===== src/rtl/core/fej_pkg.sv =====
// Shared types, constants and arithmetic helpers for the 2D Euler flux Jacobian block.
// No dependencies; fej_front, fej_datapath, fej_serializer and the top level import this package.
`default_nettype none
package fej_pkg;

  // Fixed-point format of all data values.
  localparam int FRAC_BITS = 16;

  // Register index of the configuration port.
  localparam logic REG_HEAT_RATIO = 1'b0;

  // Reset value of gamma, 1.4 in unsigned Q2.16.
  localparam logic [17:0] HEAT_RESET = 18'd91750;

  localparam logic signed [95:0] RND_HALF = 96'sd1 <<< (FRAC_BITS - 1);
  localparam logic signed [95:0] I32_MAX  = 96'sd2147483647;
  localparam logic signed [95:0] I32_MIN  = -96'sd2147483648;

  // One face item as it travels from the front part to the datapath.
  typedef struct packed {
    logic [31:0] u;
    logic [31:0] v;
    logic [31:0] e;
    logic [17:0] nx;
    logic [17:0] ny;
    logic [17:0] g;
  } fej_item_t;

  typedef struct packed {
    logic      valid;
    fej_item_t item;
  } fej_issue_t;

  // One Jacobian row after clipping.
  typedef struct packed {
    logic [3:0][31:0] ent;
    logic             sat;
  } fej_row_t;

  typedef struct packed {
    logic               valid;
    fej_row_t [3:0]     row;
  } fej_mat_t;

  typedef struct packed {
    logic        sat;
    logic [31:0] val;
  } fej_clip_t;

  // Round an exact product to FRAC_BITS fraction bits, ties toward plus infinity.
  function automatic logic signed [95:0] fej_round(input logic signed [95:0] x);
    return (x + RND_HALF) >>> FRAC_BITS;
  endfunction

  // Saturate a wide value to 32-bit signed and flag clipping.
  function automatic fej_clip_t fej_clip(input logic signed [95:0] x);
    fej_clip_t c;
    c.sat = 1'b0;
    c.val = x[31:0];
    if (x > I32_MAX) begin
      c.sat = 1'b1;
      c.val = 32'h7FFF_FFFF;
    end else if (x < I32_MIN) begin
      c.sat = 1'b1;
      c.val = 32'h8000_0000;
    end
    return c;
  endfunction

endpackage
`default_nettype wire


===== src/rtl/core/fej_front.sv =====
// Front part: accepts face items into a two-entry queue and issues them to the datapath.
// Depends on fej_pkg. A gap counter spaces successive issues apart.
`default_nettype none
module fej_front (
  input  wire logic               clk,
  input  wire logic               rst_n,
  input  wire logic               start,
  input  wire fej_pkg::fej_item_t item_in,
  output logic                    busy,
  output fej_pkg::fej_issue_t     issue
);
  import fej_pkg::*;

  fej_item_t  q_r [2];
  logic       wr_ptr_r, wr_ptr_nxt;
  logic       rd_ptr_r, rd_ptr_nxt;
  logic [1:0] cnt_r, cnt_nxt;
  logic [1:0] gap_r, gap_nxt;
  logic       push, pop;

  // Queue control: full queue holds off the issuer of commands.
  assign busy = (cnt_r == 2'd2);
  assign push = start && !busy;
  assign pop  = (cnt_r != 2'd0) && (gap_r == 2'd0);

  assign issue.valid = pop;
  assign issue.item  = q_r[rd_ptr_r];

  always_comb begin
    wr_ptr_nxt = push ? !wr_ptr_r : wr_ptr_r;
    rd_ptr_nxt = pop  ? !rd_ptr_r : rd_ptr_r;
    cnt_nxt    = cnt_r + 2'(push) - 2'(pop);
    // Space issues apart with the gap counter so each matrix owns the output for its rows.
    if (pop) begin
      gap_nxt = 2'd3;
    end else if (gap_r != 2'd0) begin
      gap_nxt = gap_r - 2'd1;
    end else begin
      gap_nxt = gap_r;
    end
  end

  always_ff @(posedge clk) begin
    if (!rst_n) begin
      wr_ptr_r <= 1'b0;
      rd_ptr_r <= 1'b0;
      cnt_r    <= 2'd0;
      gap_r    <= 2'd0;
    end else begin
      wr_ptr_r <= wr_ptr_nxt;
      rd_ptr_r <= rd_ptr_nxt;
      cnt_r    <= cnt_nxt;
      gap_r    <= gap_nxt;
    end
  end

  // Queue storage needs no reset.
  always_ff @(posedge clk) begin
    if (push) begin
      q_r[wr_ptr_r] <= item_in;
    end
  end

endmodule
`default_nettype wire


===== config.mk =====
export PLATFORM = sky130hd
export DESIGN_NAME = fej_front
export DESIGN_NICKNAME = d
export VERILOG_FILES = /design/src/rtl/core/fej_pkg.sv /design/src/rtl/core/fej_front.sv
export SDC_FILE = /design/constraint.sdc
export NUM_CORES = 1
export LEC_CHECK = 0
export CAP_MARGIN = 15
export CELL_PAD_IN_SITES_DETAIL_PLACEMENT = 2
export CELL_PAD_IN_SITES_GLOBAL_PLACEMENT = 2
export CORE_ASPECT_RATIO = 1.5
export CORE_MARGIN = 1.5
export CORE_UTILIZATION = 46
export DETAILED_ROUTE_END_ITERATION = 8
export DONT_BUFFER_PORTS = 1
export PLACE_DENSITY = 0.74
export SLEW_MARGIN = 40
export SYNTH_ARGS = -nofsm -noshare
export SYNTH_HDL_FRONTEND = slang
export SYNTH_SLANG_ARGS = --single-unit

===== constraint.sdc =====
create_clock -name clk -period 10.3 [get_ports clk]
set_input_delay 1.03 -clock clk [delete_from_list [all_inputs] [get_ports clk]]
set_output_delay 1.03 -clock clk [all_outputs]
set_load 0.01 [all_outputs]

### Word-level counts from Yosys, hierarchy flattened

Memories as Yosys holds them, arrays and structs flattened. A register that Yosys moved wholly into a read port is not among the register bits.
Cells that the tools add are included.

| storage, ports and cells | value |
|---|---|
| bits in registers | 6 |
| latch bits | 0 |
| memory bits (writable) | 300 |
| memory bits (read-only) | 0 |
| input bits | 153 |
| output and inout bits | 152 |
| word-level logic and storage cells | 24 |
| memories kept | 1 |

| cells by class | value |
|---|---|
| $add $sub $neg | 3 |
| multipliers | 0 |
| div/mod/pow operators | 0 |
| magnitude comparators | 0 |
| eq/ne operators | 1 |
| shifts and indexed selects | 0 |
| multiplexer cells | 6 |
| bitwise logic cells | 0 |
| reductions and logical operators | 9 |

Memories:

| memory | words | bits a word | rd ports | clocked after memory_dff | wr ports | RTL line | text |
|---|---|---|---|---|---|---|---|
| q_r | 2 | 150 | 1 | 1 | 1 | fej_front.sv:14 | `fej_item_t q_r [2];` |

Operators with widths:

| kind | number |
|---|---|
| $reduce_bool A2 Y1 | 3 |
| $mux W1 | 4 |
| $mux W2 | 2 |
| $logic_not A1 Y1 | 3 |
| $add A2 B1 Y2 | 1 |
| $eq A2 B2 Y1 const B | 1 |
| $logic_and A1 B1 Y1 | 2 |
| $logic_not A2 Y1 | 1 |
| $sub A2 B1 Y2 | 1 |
| $sub A2 B1 Y2 const B | 1 |

### Depth between registers and ports, before layout

| logic depth | value |
|---|---|
| depth after elaboration | 5 |
| gate-level depth with buffers | 9 |

### Worst setup path after synthesis

OpenSTA, ideal clock, no wires.

| path | value |
|---|---|
| path kind | input -> register |
| start point | input port start |
| end point | memory q_r[0][0] (netlist name), enable pin |
| data arrival time | 7351 ps |
| required time | 9639 ps |
| setup slack | 2287 ps |
| stages on the path | 2 |
| cell sequence | nand2_1 > nor2_1 |

| on the way | value |
|---|---|
| longest elaborated chain between the ends | 3 |

RTL lines:

| element | RTL line | text |
|---|---|---|
| start, declared | fej_front.sv:7 | `input wire logic start,` |
| $logic_and A1 B1 Y1 | fej_front.sv:23 | `assign push = start && !busy;` |
| $mux W1 | fej_front.sv:59 | `if (push) begin` |
| $mux W1 (implied by the code) | fej_front.sv:60 | `q_r[wr_ptr_r] <= item_in;` |
| end, declared | fej_front.sv:14 |  |

No other way between the ends.

==> parameters.txt <==
Parameter                              Value

Clock network
  Source-to-sink clock delay at the later pin of the worst-skew pair    roughly 0.54 ns
  TritonCTS clock tree    done
  Post-CTS setup buffers    0
  Number of buffers inserted by hold repair at cts    0
  Clock net sink count    307
  Max clock buf depth    3
  TritonCTS buffer count    29
  Root Buffer    sky130_fd_sc_hd__clkbuf_16
  CTS HTree Levels    1
  Clock-pin slew of the registers on the worst-case setup and hold paths    0.06 ns
  Post-CTS Resized    0

Finish
  Most common cell after layout, fill and taps aside    sky130_fd_sc_hd__edfxtp_1
  Ratio of cells with drive above 1 in the final layout    36.9%
  Signed area change from the synthesized netlist to the final layout    11.0%
  ANT cells    0
  Net count of the finished layout    682
  Leading cell types in the layout, fill and taps excluded    300 x sky130_fd_sc_hd__edfxtp_1, 100 x sky130_fd_sc_hd__mux2_4, 50 x sky130_fd_sc_hd__mux2_2

Floorplan
  Vert. Die Dim    approximately 200 um
  Starting density of the core    47.2%
  Top Ports    approximately 300
  Total die area    26100 sq um
  Site Rows    70
  Core area    24500 sq um
  Horizontal die dimension    132 um

Drt
  Iteration count of the initial detailed-routing pass    4
  DR vias/cell    between 5 and 6
  Routed length per placed instance    29.5 um
  Detailed-route via count    4691
  DRC violations left    0
  Number of nets with antenna violations after detailed routing    0
  Initial DRC Count    265
  Final Routed Wirelength    25700 um

Worst hold path
  Classification of the worst-slack hold path    reg -> reg
  Worst Hold Depth    2

STA
  Slew @ Worst Pin    0.829 ns
  Final hold violations    0
  Crit path time final    3.46 ns
  Final TNS setup    0 ns
  Number of slew-limit violations in the final report    0
  Ratio of final minimum period to clock period    33.6%
  Final number of setup-violating endpoints    0
  Slew Limit Headroom    44.8%
  Post-route clock skew    0.0137 ns
  Setup repair after global routing missed its margin    false
  Post-layout worst setup margin    6.84 ns
  Timing-limited maximum frequency    289 MHz

Power and ir drop
  Power share of the sequential group    50.3%
  Clock Power Share    between 30% and 40%
  Net switching power    approximately 870 uW
  Leakage    roughly 4.4 nW
  Maximum VDD drop    0.204 mV
  Pwr per Cell Area    259 nW/um^2
  Net switching fraction of the power    roughly a quarter
  Share of power burned in combinational logic    19.0%
  Internal    2.46 mW

Place
  Final GP Congestion    0.728
  Count of buffers inserted at the top-level ports    0
  DPL Wire Length    17700 um
  Worst-case setup slack after placement    6.69 ns

Logic synthesis
  Instance count of the mapped netlist    504
  Async set-reset flop share out of synthesis    0%
  Total number of yosys warnings    0
  Part of the Yosys area used for sequential elements    79.1%
  Synthesized area per cell    22.9 sq um
  Post-synthesis register bit count    307
  Proportion of netlist area held by the largest area contributor    roughly 78%
  Cell area after synthesis    11600 sq um
  Nets in the synthesized netlist    660
  Number of synthesized flops with an enable pin    300
  Cell types occupying the most area after synthesis    sky130_fd_sc_hd__edfxtp_1 78%, sky130_fd_sc_hd__mux2_4 13%, sky130_fd_sc_hd__mux2_2 4.9%, sky130_fd_sc_hd__dfxtp_1 1.2%, sky130_fd_sc_hd__buf_6 1.1%
  Ys flop type    sky130_fd_sc_hd__edfxtp_1
  Cell type contributing the most total cell area after synthesis    sky130_fd_sc_hd__edfxtp_1
  Distinct cells, synth    25

Worst setup path
  Endpoint type of the worst setup path    output port
  Critical path start-end classification    reg -> out
  Data arrival time of the worst path    ~2.4 ns
  Startpoint class of the critical path    flip-flop
  Largest fanout on the critical path    40
  WP data required    9.27 ns
  Number of cell instances on the worst register-to-register path    4

Outcome
  Run status    finished, final reports clean

Job
  Max-cap violations    0

GRT
  Global-route usage over all layers    19.2%
  Vias in the first global route    5301
  Initial antenna violation count    1
  Total congestion overflow    0
  Pin count of the biggest net entering global routing    64
  Global-route wire length before repair    36400 um
cells in the mapped netlist (all sizes together) (2+ instances only):
cell type,n
and2,2
buf,18
dfxtp,7
edfxtp,300
ha,3
inv,5
mux2,150
nand2,2
nand2b,2
nor2,4
sequential cells by signal (all words and copies together) (netlist names), named ones only:
register  flops
wr_ptr_r      1
q_r         300
rd_ptr_r      1
gap_r         2
cnt_r         2
path summary, 6_finish.rpt:
| path | from | endpoint | slack [ns] |
|---|---|---|---|
| worst max-delay path | flip-flop | issue[36] | 6.84 |
| worst min-delay path | gap_r[0]$_SDFFE_PN0P_ | gap_r[0]$_SDFFE_PN0P_ | 0.50 |
| worst max register to register | cnt_r[0]$_SDFF_PN0_ | q_r[1][57]$_DFFE_PP_ | 7.19 |
| worst min register to register | gap_r[0]$_SDFFE_PN0P_ | gap_r[0]$_SDFFE_PN0P_ | 0.50 |
layout make-up:
| class | instances | area, sq um |
|---|---|---|
| fillers | 2105 | 11700 |
| clock buffers | 34 | 744 |
| repair buffers | 9 | 115 |
| clock inverters | 18 | 159 |
| inverters | 5 | 18.8 |
| multi-input cells | 174 | 2240 |
| well taps | 324 | 405 |
| flip-flops and latches | 307 | 9150 |
power by group through the flow:
stage,logic (mW),registers [mW],clock network (mW)
finish,0.631,1.67,1.02
global route,0.667,1.69,1.10
CTS,0.642,1.68,1.05
detailed placement,0.639,1.70,0
global placement,0.606,1.67,0
floorplan,0.534,1.69,0
routing by layer:
layer	share of wire, %	up-vias	global-route usage (%)
met5	0.062	-	0
met4	2.4	2	5.33
met3	9.8	43	7.72
met2	57	208	37.5
met1	31	2405	18.3
li1	-	2033	-
metrics by stage:
stage / total power, mW / hold slack (ns) / cells / instance area (sq um) / util, %
floorplan: 2.22 / 0.445 / 504 / 11600 / -
global placement: 2.28 / 0.452 / 816 / 11900 / 48.4
detailed placement: 2.34 / 0.491 / 818 / 11900 / 48.6
CTS: 3.37 / 0.501 / 870 / 12800 / 52.2
global route: 3.45 / 0.529 / 871 / 12800 / 52.3
finish: 3.33 / 0.499 / 871 / 12800 / 52.3
kinds of logic (layout without fill, tap and decap cells):
family                     after synthesis  in the layout  share of synthesized area, %
adders and majority gates                3              3                         0.325
AOI/OAI and AO/OA                        4              4                         0.216
muxes                                  151            151                          17.9
and+or+nand+nor                         14             14                         0.617
buffers and inverters                   23             66                          1.64
xor gates and xnor gates                 2              2                         0.151
DFF                                    307            307                          79.1
worst max-delay path, stage by stage (launching register included):
cell and delay [ns]:
sky130_fd_sc_hd__dfxtp_4 0.75, sky130_fd_sc_hd__buf_4 0.41, sky130_fd_sc_hd__buf_12 0.28, sky130_fd_sc_hd__mux2_2 0.42
Power figures use the tool's default switching activity.
