### config.mk
export PLATFORM = sky130hd
export DESIGN_NAME = fej_serializer
export DESIGN_NICKNAME = d
export VERILOG_FILES = /design/src/rtl/core/fej_pkg.sv /design/src/rtl/core/fej_serializer.sv
export SDC_FILE = /design/constraint.sdc
export NUM_CORES = 1
export LEC_CHECK = 0
export ABC_AREA = 1
export CAP_MARGIN = 20
export CORE_AREA = 2 2 253 255
export DETAILED_ROUTE_END_ITERATION = 8
export DIE_AREA = 0 0 255 257
export DONT_BUFFER_PORTS = 1
export GPL_TIMING_DRIVEN = 1
export PLACE_DENSITY = 0.46
export SETUP_SLACK_MARGIN = 0.15
export SLEW_MARGIN = 10
export SYNTH_ARGS = -nofsm -noshare
export SYNTH_HDL_FRONTEND = slang
export SYNTH_SLANG_ARGS = --single-unit
### constraint.sdc
create_clock -name clk -period 1.4 [get_ports clk]
set_input_delay 0.21 -clock clk [delete_from_list [all_inputs] [get_ports clk]]
set_output_delay 0.21 -clock clk [all_outputs]
set_load 0.02 [all_outputs]
### src/rtl/core/fej_pkg.sv
// Shared types, constants and arithmetic helpers for the 2D Euler flux Jacobian block.
// No dependencies; fej_front, fej_datapath, fej_serializer and the top level import this package.
`default_nettype none
package fej_pkg;

  // Fixed-point format of all data values.
  localparam int FRAC_BITS = 16;

  // Register index of the configuration port.
  localparam logic REG_HEAT_RATIO = 1'b0;

  // Reset value of gamma, 1.4 in unsigned Q2.16.
  localparam logic [17:0] HEAT_RESET = 18'd91750;

  localparam logic signed [95:0] RND_HALF = 96'sd1 <<< (FRAC_BITS - 1);
  localparam logic signed [95:0] I32_MAX  = 96'sd2147483647;
  localparam logic signed [95:0] I32_MIN  = -96'sd2147483648;

  // One face item as it travels from the front part to the datapath.
  typedef struct packed {
    logic [31:0] u;
    logic [31:0] v;
    logic [31:0] e;
    logic [17:0] nx;
    logic [17:0] ny;
    logic [17:0] g;
  } fej_item_t;

  typedef struct packed {
    logic      valid;
    fej_item_t item;
  } fej_issue_t;

  // One Jacobian row after clipping.
  typedef struct packed {
    logic [3:0][31:0] ent;
    logic             sat;
  } fej_row_t;

  typedef struct packed {
    logic               valid;
    fej_row_t [3:0]     row;
  } fej_mat_t;

  typedef struct packed {
    logic        sat;
    logic [31:0] val;
  } fej_clip_t;

  // Round an exact product to FRAC_BITS fraction bits, ties toward plus infinity.
  function automatic logic signed [95:0] fej_round(input logic signed [95:0] x);
    return (x + RND_HALF) >>> FRAC_BITS;
  endfunction

  // Saturate a wide value to 32-bit signed and flag clipping.
  function automatic fej_clip_t fej_clip(input logic signed [95:0] x);
    fej_clip_t c;
    c.sat = 1'b0;
    c.val = x[31:0];
    if (x > I32_MAX) begin
      c.sat = 1'b1;
      c.val = 32'h7FFF_FFFF;
    end else if (x < I32_MIN) begin
      c.sat = 1'b1;
      c.val = 32'h8000_0000;
    end
    return c;
  endfunction

endpackage
`default_nettype wire

### src/rtl/core/fej_serializer.sv
// Output stage: holds one finished matrix and sends its four rows on consecutive cycles.
// Depends on fej_pkg. A new matrix arrives no sooner than the last row of the previous one.
`default_nettype none
module fej_serializer (
  input  wire logic              clk,
  input  wire logic              rst_n,
  input  wire fej_pkg::fej_mat_t mat,
  output logic                   out_valid,
  output logic [1:0]             out_row_index,
  output logic [31:0]            out_entry_0,
  output logic [31:0]            out_entry_1,
  output logic [31:0]            out_entry_2,
  output logic [31:0]            out_entry_3,
  output logic                   out_saturated,
  output logic                   out_last_row
);
  import fej_pkg::*;

  fej_row_t [3:0] rows_r;
  logic [1:0]     row_r, row_nxt;
  logic           act_r, act_nxt;

  // Row sequencing.
  always_comb begin
    row_nxt = row_r;
    act_nxt = act_r;
    if (mat.valid) begin
      row_nxt = 2'd0;
      act_nxt = 1'b1;
    end else if (act_r) begin
      row_nxt = row_r + 2'd1;
      act_nxt = (row_r != 2'd3);
    end
  end

  always_ff @(posedge clk) begin
    if (!rst_n) begin
      row_r <= 2'd0;
      act_r <= 1'b0;
    end else begin
      row_r <= row_nxt;
      act_r <= act_nxt;
    end
  end

  // Matrix holding register.
  always_ff @(posedge clk) begin
    if (mat.valid) begin
      rows_r <= mat.row;
    end
  end

  // Result ports.
  assign out_valid     = act_r;
  assign out_row_index = row_r;
  assign out_entry_0   = rows_r[row_r].ent[0];
  assign out_entry_1   = rows_r[row_r].ent[1];
  assign out_entry_2   = rows_r[row_r].ent[2];
  assign out_entry_3   = rows_r[row_r].ent[3];
  assign out_saturated = rows_r[row_r].sat;
  assign out_last_row  = (row_r == 2'd3);

endmodule
`default_nettype wire

# After elaboration in Yosys (flattened, before gate mapping)
# Index checks and enable logic that the tools add are counted.
[totals]
regBits = 519
input_bits = 519
out_inout_bits = 133
wordCells = 32
[classes]
add_sub_neg = 1
n_lt_le_gt_ge = 1
eq_ne = 2
mux = 4
bitwise_logic = 1
reduce_logical = 1
[op_table]
columns = ["cell", "count"]
rows = [
  ["129-bit binary-select mux with 2-bit select", 1],
  ["129-bit 2-to-1 mux", 1],
  ["2-bit by 3-bit < comparator with 1-bit output (second input constant)", 1],
  ["2-bit by 1-bit adder with 2-bit output (second input constant)", 1],
  ["2-bit == test (second input constant)", 1],
  ["1-bit 2-to-1 mux", 2],
  ["2-bit inequality test (second input constant)", 1],
  ["2-bit OR reduction", 1],
  ["1-bit NOT", 1],
]

# Depth between registers and ports, before layout
# Gate-level depths: netlist (run 1).
[logic_depth]
word_depth = 3
ltp_mapped = 7
depth_no_buf = 4

# Least setup slack after synthesis (run 1)
# OpenSTA, ideal clock, no wires.
[synth_timing]
path_type = "reg2out"
startpoint = "reg row_r[0] (netlist: out_row_index[0])"
endpoint = "out out_entry_0[0]"
arrival_ps = 1225
t_required_ps = 1190
path_slack_ps = -35
path_stages_with_launch = 8
n_path_buf = 3
cell_sequence = "dfxtp_1 buf_4 inv_4 buf_6 buf_6 nand2_1 nand3_1 nand2_1"
[synth_between]
elab_chain_len = 2
[synth_lines]
columns = ["element", "line_no", "rtl"]
rows = [
  ["start: declaration", "fej_serializer.sv:20", "logic [1:0] row_r, row_nxt;"],
  ["start signal: assignment", "fej_serializer.sv:41", "row_r <= row_nxt;"],
  ["129-bit binary-select mux with 2-bit select", "fej_serializer.sv:56", "assign out_entry_0 = rows_r[row_r].ent[0];"],
  ["129-bit 2-to-1 mux", "n/a", ""],
  ["end: declaration", "fej_serializer.sv:10", "output logic [31:0] out_entry_0,"],
]
# No other way between the ends. The select of a mux whose other input is x is not followed.

# Worst setup path in the final report (run 1)
[layout_timing]
startpoint = "reg row_r[0] (netlist: out_row_index[0])"
endpoint = "out out_entry_2[3]"
[layout_between]
elab_chain_len = 2
[layout_lines]
columns = ["element", "line_no", "rtl"]
rows = [
  ["129-bit binary-select mux with 2-bit select", "fej_serializer.sv:58", "assign out_entry_2 = rows_r[row_r].ent[2];"],
  ["129-bit 2-to-1 mux", "n/a", ""],
  ["end: declaration", "fej_serializer.sv:12", "output logic [31:0] out_entry_2,"],
]
# No other way between the ends. The select of a mux whose other input is x is not followed.

==> impl_metrics.ini, run 1 <==
[floorplan]
core_area_sq_um = 62700
pin_count = 652
fp.dieH_um = 257
start_util_pct = 34.9
row_count = 92
die_area_sq_um = 65500
die-width_um = 255

[worst_setup_path]
start_kind = flip-flop
criticalPathCategory = reg -> out
crit_path_end = out_entry_2[3]
required_ns = 1.19
arrival_ns = 1.80
rr_endpoint = out_row_index[1]$_SDFFE_PP0P_
rr_startpoint = out_row_index[0]$_SDFFE_PP0P_
worst-r2r-cell-count = 5
end_kind = primary output
ff2ff_setup_slack_ns = 0.13
path_max_fanout = 8
critical_path.startpoint = out_row_index[0]$_SDFFE_PP0P_

[place]
dp_slack_ns = -0.0618
place_hpwl_um = 43400
place_congestion = 0.887
dp_cells = 2861
numPortBuffers = 0
dpl_cell_area_sq_um = 23500

[sta]
worst_slack_ns = -0.608
rsz0062_at_grt = yes
setup_tns_ns = -70.70
max_slew_margin_pct = -10.4
worstMarginPinSlew_ns = 1.66
final_hold_viol_count = 17
clock_skew_ns = 0.000306
setup_viol = 132
fmax_mhz = 498
finalCritPeriodShare_pct = 143
drv_slew = 110
hold_ws_ns = -0.273
period_needed_ns = 2.01

[status]
status = complete, but fails checks
violations = negative hold slack, max-slew violations, negative setup slack

[grt]
grt-ovfl-total = 0
grtUsageTotal_pct = 20.0
grt_pass1_vias = 16379
antenna_found_initial = 9
grt_pass1_wl_um = 98100
grt_max_degree = 518

[final_layout]
drive_gt1_share_pct = 18.7
area_growth_pct = 49.0
layout.nets = 3153
design_area_sq_um = 32600
fin_cells = 3521
n_fill_cell = 5422

[yosys]
ys_types = 14
ys_seq_elements = 519
syn-num-nets = 2559
synthCells = 2039
avgSynthCellArea_sq_um = 10.7
ys_warn_count = 0
synthesis.area_sq_um = 21900
ys_seq_area_share_pct = 71.1

[routing]
drt-pass1-iter-count = 7
totalWireLength_um = 69500
drtIter0Drc = 1115
vias_per_cell = 4.53
vias = 15943
drc = 0
routedWlPerCell_um = 19.7
ant_nets = 0

[pwr]
power.static_leakage_nw = 14.2
power_density_nw_per_um2 = 1170
vdd_drop_max_mv = 1.20

[hold_path]
hold_path_class = in -> reg

[clocking]
clk_path_buf_depth = 3
clock_latency_ns = 0.60
clock_sinks = 519
cts_buffers = 57
cts_max_level = 2
cts_hold_buf = 517
cts-root-buf = clkbuf_16
cts_tree = yes
cts.clk_slew.worst_paths_ns = 0.06

[run]
maxCapViolCount = 0
[flip-flops by register name, summed over array words and instances, names as in the netlist]
name	flops
out_row_index	2
rows_r	516
out_valid	1
[worst min path at each step]
stage              from               endpoint  slack, ns  depth (start not counted)
3_3_place_gp     mat[2]    rows_r[2]$_DFFE_PP_       0.31                          0
3_5_place_dp   mat[358]  rows_r[358]$_DFFE_PP_       0.31                          0
5_1_grt        mat[516]  rows_r[409]$_DFFE_PP_      -0.31                          0
4_1_cts        mat[516]  rows_r[142]$_DFFE_PP_      -0.29                          0
6_report       mat[516]  rows_r[142]$_DFFE_PP_      -0.27                          0
2_1_floorplan    mat[0]    rows_r[0]$_DFFE_PP_       0.31                          0
[area by class of cell]
| cell class | instances | area [sq um] | share of cell area, % |
|---|---|---|---|
| inverters | 521 | 1990 | 6.11 |
| multi-input cells | 913 | 5310 | 16.3 |
| clock inverters | 26 | 313 | 0.960 |
| repair inverters | 1 | 11.3 | 0.0346 |
| clock buffers | 71 | 1480 | 4.54 |
| well taps | 846 | 1060 | 3.25 |
| flip-flops and latches | 519 | 15600 | 47.8 |
| repair buffers | 620 | 6850 | 21.0 |
| diodes | 4 | 10.0 | 0.0307 |
[kinds of logic after synthesis]
logic type	synth area share, %
compound gates	0.0801
flops	71.1
buf+inv	11.7
fa+ha+maj	0.0572
simple gates	17.1
[synth_stat cells]
master    instances  area (sq um)
nand2_1         651          2440
inv_1           519          1950
edfxtp_1        516         15500
nand3_1         258          1290
buf_2            53           265
buf_6            24           270
buf_4             6          45.0
clkbuf_1          3          11.3
dfxtp_1           3          60.1
a21oi_1           2          10.0
a21boi_0          1          7.51
ha_1              1          12.5
inv_2             1          3.75
inv_4             1          6.26
[cell usage in the layout, fill, tap and decap left out, types with 7 or more instances in the layout]
cell	n
bufinv_16	7
clkbuf_1	14
inv_1	519
buf_12	31
nand2_4	70
dlygate4sd3_1	517
clkinv_1	7
buf_6	15
clkinv_2	7
nand3_4	7
nand3_2	132
clkbuf_16	65
buf_16	13
nand3_1	119
nand2_1	476
edfxtp_1	516
buf_4	31
nand2_2	105
[report_power, final]
part,switching (mW),internal [mW]
Clock,6.11,8.70
Sequential,0.359,18.5
Combinational,2.45,1.99
[worst max-delay path, cell delays in order (launching register included)]
cell and delay [ns]:
dfxtp_4 0.44, buf_12 0.18, buf_12 0.15, clkbuf_16 0.18
nand2_2 0.06, nand3_2 0.08, nand2_4 0.08
[metrics by stage]
| step | total power, mW | utilization [%] |
|---|---|---|
| finish | 38.1 | 51.9 |
| global route | 39.5 | 51.9 |
| CTS | 38.1 | 50.4 |
| detailed placement | 21.7 | 37.5 |
| global placement | 21.7 | 37.5 |
| floorplan | 21.0 | - |
[layer usage]
layer,GRT usage (%),vias to the layer above,routed length [um]
met2,35.9,557,35700
met1,22.9,7676,26500
li1,-,7561,-
met5,0,-,59
met3,4.92,139,4910
met4,7.18,10,2390
[what timing repair did]
action                                  in CTS  in global routing
resized for setup                          140                171
endpoints found under the hold margin     1035                147
pin swaps                                   64                 77
setup buffers                               23                  2
gates cloned                                10                  8
endpoints found under the setup margin     133                135
No activity file was read; power rests on OpenSTA's default activity.
==> run 2: changes to the inputs <==
--- a/config.mk
+++ b/config.mk
@@ -5,14 +5,13 @@
 export SDC_FILE = /design/constraint.sdc
 export NUM_CORES = 1
 export LEC_CHECK = 0
-export ABC_AREA = 1
 export CAP_MARGIN = 20
-export CORE_AREA = 2 2 253 255
+export CORE_AREA = 2 2 256 258
 export DETAILED_ROUTE_END_ITERATION = 8
-export DIE_AREA = 0 0 255 257
+export DIE_AREA = 0 0 258 260
 export DONT_BUFFER_PORTS = 1
 export GPL_TIMING_DRIVEN = 1
-export PLACE_DENSITY = 0.46
+export PLACE_DENSITY = 0.4
 export SETUP_SLACK_MARGIN = 0.15
 export SLEW_MARGIN = 10
 export SYNTH_ARGS = -nofsm -noshare
==> impl_metrics.ini, run 2 <==
[status]
status = aborted with a tool error
haltStage = 4_1_cts
firstError = [ERROR RSZ-0060] Max buffer count reached.

[floorplan]
fp.dieH_um = 260
row_count = 93
die-width_um = 258
pin_count = 652
start_util_pct = 29.3

[clocking]
cts_buffers = 55
cts-root-buf = clkbuf_16
clock_sinks = 519
cts_max_level = 2
cts_setup_buffers = 4
cts_hold_buf = 330
cts_resized = 11
clk_path_buf_depth = 3

[yosys]
ys_types = 17
synthesis.area_sq_um = 18800
netlist.area_leader.share_pct = 82.5
synth_ff_type = edfxtp_1
avgSynthCellArea_sq_um = 27.4
synth_area_leaders = edfxtp_1 82%, mux4_2 15%, buf_8 0.80%
synth_edf_count = 516
synthCells = 685
synthTopCellsByCount = 516 x edfxtp_1, 129 x mux4_2, 11 x buf_2, 10 x buf_8
yosysMostFrequentCell = edfxtp_1
ys_seq_elements = 519
ys_seq_area_share_pct = 82.8
ys_async_sr_fraction_pct = 0
ys_warn_count = 0
syn-num-nets = 1205
synth_top_cell_by_area = edfxtp_1

[place]
place_hpwl_um = 33700
numPortBuffers = 0
place_congestion = 0.855
dpl_cell_area_sq_um = 19900
dp_slack_ns = -0.203
## run 2: cells by family after synthesis
kind of cell,after synthesis,share of synthesized area [%]
DFF,519,82.8
muxes,130,15.5
buffers and inverters,29,1.42
and+or+nand+nor,4,0.107
AOI/OAI and AO/OA,1,0.0400
xor gates and xnor gates,1,0.0466
adders and majority gates,1,0.0666
## run 2: stage by stage
stage	util, %	instances
floorplan	-	685
global placement	31.1	1534
detailed placement	31.1	1534
==> run 3: changes to the inputs <==
--- a/config.mk
+++ b/config.mk
@@ -6,13 +6,12 @@
 export NUM_CORES = 1
 export LEC_CHECK = 0
 export CAP_MARGIN = 20
-export CORE_AREA = 2 2 256 258
+export CORE_AREA = 2 2 257 259
 export DETAILED_ROUTE_END_ITERATION = 8
-export DIE_AREA = 0 0 258 260
+export DIE_AREA = 0 0 259 261
 export DONT_BUFFER_PORTS = 1
 export GPL_TIMING_DRIVEN = 1
-export PLACE_DENSITY = 0.4
-export SETUP_SLACK_MARGIN = 0.15
+export PLACE_DENSITY_LB_ADDON = 0.15
 export SLEW_MARGIN = 10
 export SYNTH_ARGS = -nofsm -noshare
 export SYNTH_HDL_FRONTEND = slang
==> impl_metrics.ini, run 3 <==
[status]
status = aborted with a tool error
haltStage = 4_1_cts
firstError = [ERROR RSZ-0060] Max buffer count reached.

[yosys]
ys_async_sr_fraction_pct = 0
synth_edf_count = 516
synth_ff_type = edfxtp_1
synthCells = 685
synthTopCellsByCount = 516 x edfxtp_1, 129 x mux4_2, 11 x buf_2, 10 x buf_8
netlist.area_leader.share_pct = 82.5
yosysMostFrequentCell = edfxtp_1
ys_seq_area_share_pct = 82.8
syn-num-nets = 1205
synthesis.area_sq_um = 18800
synth_top_cell_by_area = edfxtp_1
avgSynthCellArea_sq_um = 27.4
synth_area_leaders = edfxtp_1 82%, mux4_2 15%, buf_8 0.80%
ys_warn_count = 0
ys_seq_elements = 519
ys_types = 17

[place]
place_congestion = 0.880
numPortBuffers = 0
place_hpwl_um = 35400
dpl_cell_area_sq_um = 20000

[floorplan]
pin_count = 652
row_count = 94
die-width_um = 259
start_util_pct = 28.9
fp.dieH_um = 261

[clocking]
cts_hold_buf = 333
cts_max_level = 2
cts_resized = 25
clk_path_buf_depth = 3
cts_setup_buffers = 9
cts-root-buf = clkbuf_16
cts_buffers = 57
clock_sinks = 519
==> run 3: kinds of logic after synthesis <==
logic type | synth area share (%)
xor gates and xnor gates | 0.0466
muxes | 15.5
and+or+nand+nor | 0.107
adders and majority gates | 0.0666
buffers and inverters | 1.42
AOI/OAI and AO/OA | 0.0400
DFF | 82.8
==> run 3: through the flow <==
stage	hold slack, ns	cells	setup slack, ns
floorplan	0.309	685	-0.174
detailed placement	0.309	1549	-0.216
global placement	0.309	1549	-0.201
